File: config.mk
export PLATFORM = sky130hd
export DESIGN_NAME = lgge_rule
export DESIGN_NICKNAME = d
export VERILOG_FILES = /design/src/hdl/lgge_pkg.sv /design/src/hdl/lgge_rule.sv
export SDC_FILE = /design/constraint.sdc
export NUM_CORES = 1
export LEC_CHECK = 0
export BUFFER_PORTS_ARGS = -buffer_cell sky130_fd_sc_hd__buf_2
export CAP_MARGIN = 20
export CORE_AREA = 8 8 45 47
export DETAILED_ROUTE_END_ITERATION = 10
export DIE_AREA = 0 0 53 55
export GPL_TIMING_DRIVEN = 0
export PLACE_DENSITY = 0.87
export SETUP_SLACK_MARGIN = 0.15
export SLEW_MARGIN = 20
export SYNTH_ARGS = -nofsm -noshare
export SYNTH_HDL_FRONTEND = slang
export SYNTH_SLANG_ARGS = --single-unit
File: constraint.sdc
create_clock -name vclk -period 14.3
set_input_delay 1.43 -clock vclk [all_inputs]
set_output_delay 1.43 -clock vclk [all_outputs]
set_load 0.05 [all_outputs]
File: src/hdl/lgge_pkg.sv
// ----------------------------------------------------------------------------
// lgge_pkg
// Shared types and codes for the life grid generation engine: operation
// codes, rule constants and the three-column neighborhood window passed to the rule unit.
// ----------------------------------------------------------------------------
package lgge_pkg;

  // operation codes carried in the input tuser field
  localparam logic [1:0] OP_WRITE = 2'd0;
  localparam logic [1:0] OP_READ  = 2'd1;
  localparam logic [1:0] OP_STEP  = 2'd2;

  // rule constants (B3/S23)
  localparam logic [3:0] BIRTH_COUNT   = 4'd3;
  localparam logic [3:0] SURVIVE_COUNT = 4'd2;

  // one column slice: bit 0 is the row above the page, bits 8:1 the page,
  // bit 9 the row below the page
  typedef logic [9:0] col_slice_t;

  // left, center and right column slices around the cell being evaluated
  typedef struct packed {
    col_slice_t lft;
    col_slice_t mid;
    col_slice_t rgt;
  } win_t;

endpackage

File: src/hdl/lgge_rule.sv
// ----------------------------------------------------------------------------
// lgge_rule
// Shared cell evaluation unit: counts the eight neighbors of one cell in
// the current window and applies the B3/S23 rule.
// ----------------------------------------------------------------------------
module lgge_rule (
  input  lgge_pkg::win_t win_i,   // three column slices around the page
  input  logic [2:0]     sel_i,   // bit of the page under evaluation
  output logic           live_o   // next state of that cell
);

  logic [9:0] lft_sh;
  logic [9:0] mid_sh;
  logic [9:0] rgt_sh;
  logic [3:0] nbr_cnt;

  // align the 3x3 neighborhood to the low bits
  assign lft_sh = win_i.lft >> sel_i;
  assign mid_sh = win_i.mid >> sel_i;
  assign rgt_sh = win_i.rgt >> sel_i;

  // neighbor count, center excluded
  assign nbr_cnt = 4'(lft_sh[0]) + 4'(lft_sh[1]) + 4'(lft_sh[2])
                 + 4'(mid_sh[0]) + 4'(mid_sh[2])
                 + 4'(rgt_sh[0]) + 4'(rgt_sh[1]) + 4'(rgt_sh[2]);

  // birth on three, survival on two or three
  assign live_o = (nbr_cnt == lgge_pkg::BIRTH_COUNT)
               || (mid_sh[1] && (nbr_cnt == lgge_pkg::SURVIVE_COUNT));

endmodule

**Word level (Yosys, flattened, before mapping)**

Cells that the tools add are included.
Widths: inputs -> output; s select.

- Output and inout bits: 1
- Input port bits: 33
- Flip-flop bits (word level): 0
- Logic and storage cells: 14

- Add/sub/neg operators: 7
- Reduce and logical (&&, ||, !) cells: 2
- Equality and inequality tests: 2
- Shifts and indexed selects: 3

Operators with widths:

| cell | number |
|---|---|
| $shr 10x3->3 | 3 |
| $add 4x1->4 | 4 |
| $eq 4x2->1 const B | 2 |
| $add 3x1->4 | 1 |
| $add 2x1->3 | 1 |
| $add 1x1->2 | 1 |
| $logic_and 1x1->1 | 1 |
| $logic_or 1x1->1 | 1 |

**Logic depth before layout (Yosys ltp)**

- Depth after elaboration: 11
- Depth in mapped cells: 14
- Depth with buffers taken out: 12

**Worst setup path before layout**

No wires, ideal clock.

- Kind: input to output
- From: input sel_i[0]
- To: output live_o
- Required time: 12,870 ps
- Buffers on the path: 1
- Stages on the path: 12
- Path slack: 6,800 ps
- Arrival: 6,070 ps
- Cell sequence: buf_6 mux4_2 mux2_2 fa_1 inv_1 fa_1 fa_1 inv_1 ha_1 fa_1 or2_2 a221oi_1

- Word-level cells in the longest chain between the ends: 11
- Elaborated cells between the ends (all ways): 14
- Classes of those cells: 7 x add/sub; 2 x eq/ne; 3 x shift; 2 x reduce/logical

Ends and longest elaborated chain:

| what | line | RTL |
|---|---|---|
| start: declaration | lgge_rule.sv:8 | `input logic [2:0] sel_i,` |
| $shr 10x3->3 | lgge_rule.sv:18 | `assign lft_sh = win_i.lft >> sel_i;` |
| $add 1x1->2 | lgge_rule.sv:23 | `assign nbr_cnt = 4'(lft_sh[0]) + 4'(lft_sh[1]) + 4'(lft_sh[2])` |
| $add 2x1->3 | lgge_rule.sv:23 |  |
| $add 3x1->4 | lgge_rule.sv:24 | `+ 4'(mid_sh[0]) + 4'(mid_sh[2])` |
| $add 4x1->4 | lgge_rule.sv:24 |  |
| $add 4x1->4 (3 in series) | lgge_rule.sv:25 | `+ 4'(rgt_sh[0]) + 4'(rgt_sh[1]) + 4'(rgt_sh[2]);` |
| $eq 4x2->1 | lgge_rule.sv:29 | `\|\| (mid_sh[1] && (nbr_cnt == lgge_pkg::SURVIVE_COUNT));` |
| $logic_and 1x1->1 | lgge_rule.sv:29 |  |
| $logic_or 1x1->1 (*) | lgge_rule.sv:29 |  |
| end: declaration | lgge_rule.sv:9 | `output logic live_o` |

Mark *: on every way between the ends. The rest lies on a longest branch, timed or not.

**Worst setup path in the final report**

- From: input sel_i[2]
- To: output live_o

The elaborated chain is that of the path after synthesis.

==> flow_summary_export.csv <==
group,metric,value,unit
yosys,syn_area,671.9,µm²
pwr,vdd_drop_max,0.05119,mV
global_routing,busiest_layer,"met2",
clock_network,post_cts_buffers,0,
route,firstDrtPassIters,4,
global_routing,use_met1,14.29,%
floorplanning,die_w,53,µm
yosys,synthesis.nets,90,
sta,setup-violations-final,0,
finish,clkbuf_count,0,
clock_network,cts.repair.resized,0,
yosys,synth.distinct_cells,18,
floorplanning,dieArea,0.002915,mm²
worst_setup_path,cp_data_required_time,12.87,ns
worst_setup_path,cp-end-kind,"output pin",
yosys,ys.warnings.count,0,
sta,tightest_slew,0.2488,ns
placement,routabilityCongestion,0.7524,
worst_setup_path,crit_buf_inv,4,
placement,hpwl,1691,µm
finish,seq_cells,0,
sta,maxSlewViolCount,0,
finish,antenna_cells,0,
route,vias,628,
sta,fin_crit,7.086,ns
finish,drive_above_1_share,59.04,%
outcome,status,"completed",
sta,rsz0062_at_grt,"false",
finish,nets,125,
finish,layout_common_cells,"buf_2, mux4_1, mux4_2, inv_1, mux2_2",
global_routing,grt_pass1_wl,2932,µm
sta,final.setup.tns,0,ns
placement,port_buffers,33,
route,drc,0,
sta,hold_viol,0,
pwr,leakage,0.4246,nW
floorplanning,die_h,55,µm
yosys,postSynthCellCount,50,
worst_setup_path,crit_type,"in -> out",
finish,area_delta_synth_final,27.56,%
global_routing,grt_overflow_total,0,
pwr,finalPower,0.06329,mW
route,antenna_left,0,
route,totalWireLength,1865,µm
yosys,synth-seq-area-share,0,%
yosys,synth.largest_area_cell,"mux4_1",
floorplanning,start_util,48.55,%
global_routing,grt_use_met2,26.37,%
worst_setup_path,cp_common_cell,"fa_1",
route,vias_per_cell,6.343,
hold_path,min_path_type,"in -> out",
worst_setup_path,cp.arrival,5.66,ns
worst_setup_path,cp_cell_sequence,"buf_2 > mux4_1 > mux2_2 > fa_1 > inv_1 > fa_1 > fa_1 > inv_1 > ha_1 > fa_1 > or2_2 > a221oi_1 > buf_2",
sta,finalCritPeriodShare,49.55,%
global_routing,grt_pass1_vias,657,
global_routing,use_met3,1.070,%
global_routing,grtUsageTotal,12.93,%
sta,fmax,141.1,MHz
worst_setup_path,cpPeakStageDelay,0.61,ns
yosys,syn_avg_cell_area,13.44,µm²
finish,final_common_cell,"buf_2",
route,drt_iter0_drc,20,
floorplanning,core,0.001384,mm²
worst_setup_path,cp_max_fo,4,
worst_setup_path,critical_path.top_delay_family,"adder cells",
yosys,synth_top_area_share,31.28,%
finish,seq_area,0,µm²
route,wl_per_cell,18.84,µm
sta,max_slew_margin,83.41,%
global_routing,grt_max_degree,11,
pwr,power.density,73.84,mW/mm²
clock_network,hold_buffers,0,
run,cap_violations,0,
worst_setup_path,start_kind,"primary input",
floorplanning,io_pins,34,
floorplanning,rows,14,
global_routing,antenna_found_initial,0,
yosys,synth_area_leaders,"mux4_1, mux4_2, fa_1, mux2_2, mux2i_1",
worst_setup_path,slowest_stage,"mux4_1",
-- per-stage QoR --
stage                     utilization, %  std cells  area, µm²  hold slack, ns  worst slack, ns
after floorplan                        -         50      671.9           3.473            6.800
after global routing               61.93         99      857.1           3.694            7.076
final                              61.93         99      857.1           3.651            7.214
after global placement             61.93         99      857.1           3.641            7.340
after CTS                          61.93         99      857.1           3.647            7.207
after detailed placement           61.93         99      857.1           3.647            7.223
-- worst min-delay path, delay by kind of cell --
family                 cells  cell delay (ns)
AOI/OAI and AO/OA          2             0.25
buffers and inverters      3             0.54
-- power breakdown --
group | switching (mW) | total, mW | internal [mW]
registers | 0 | 0 | 0
clock network | 0 | 0 | 0
logic | 0.0348 | 0.0633 | 0.0285
-- Yosys cell counts (all sizes together) --
master  number
mux2i        4
a22oi        1
mux4        14
fa           4
a21oi        1
nand3        1
buf          4
nand2        3
nor2         1
a31oi        1
inv          6
mux2         5
or2          1
a221oi       1
ha           3
-- final timing paths --
check / end / cells past startpoint / start
max: live_o / 13 / sel_i[2]
min: live_o / 5 / sel_i[1]
-- routing by layer --
| layer | vias up | part of all wire, % |
|---|---|---|
| li1 | 283 | - |
| met1 | 308 | 33 |
| met2 | 35 | 60 |
| met3 | 2 | 5.7 |
| met4 | 0 | 0.70 |
| met5 | - | 0 |
-- cell families (layout without fill, tap and decap cells) --
family          Yosys count  count (layout)  share of synthesized area, %
compound gates            4               4                         4.097
fa+ha+maj                 7               7                         17.51
buf+inv                  10              43                         8.751
mux                      23              23                         65.74
simple gates              6               6                         3.910
-- final cells by class --
cell class         instances  area (µm²)
repair buffers            33       165.2
fillers                  118       526.8
plain buffers              4       36.28
well taps                 16       20.02
inverters                  6       22.52
multi-input cells         40       613.1
(Power assumes the default switching activity.)
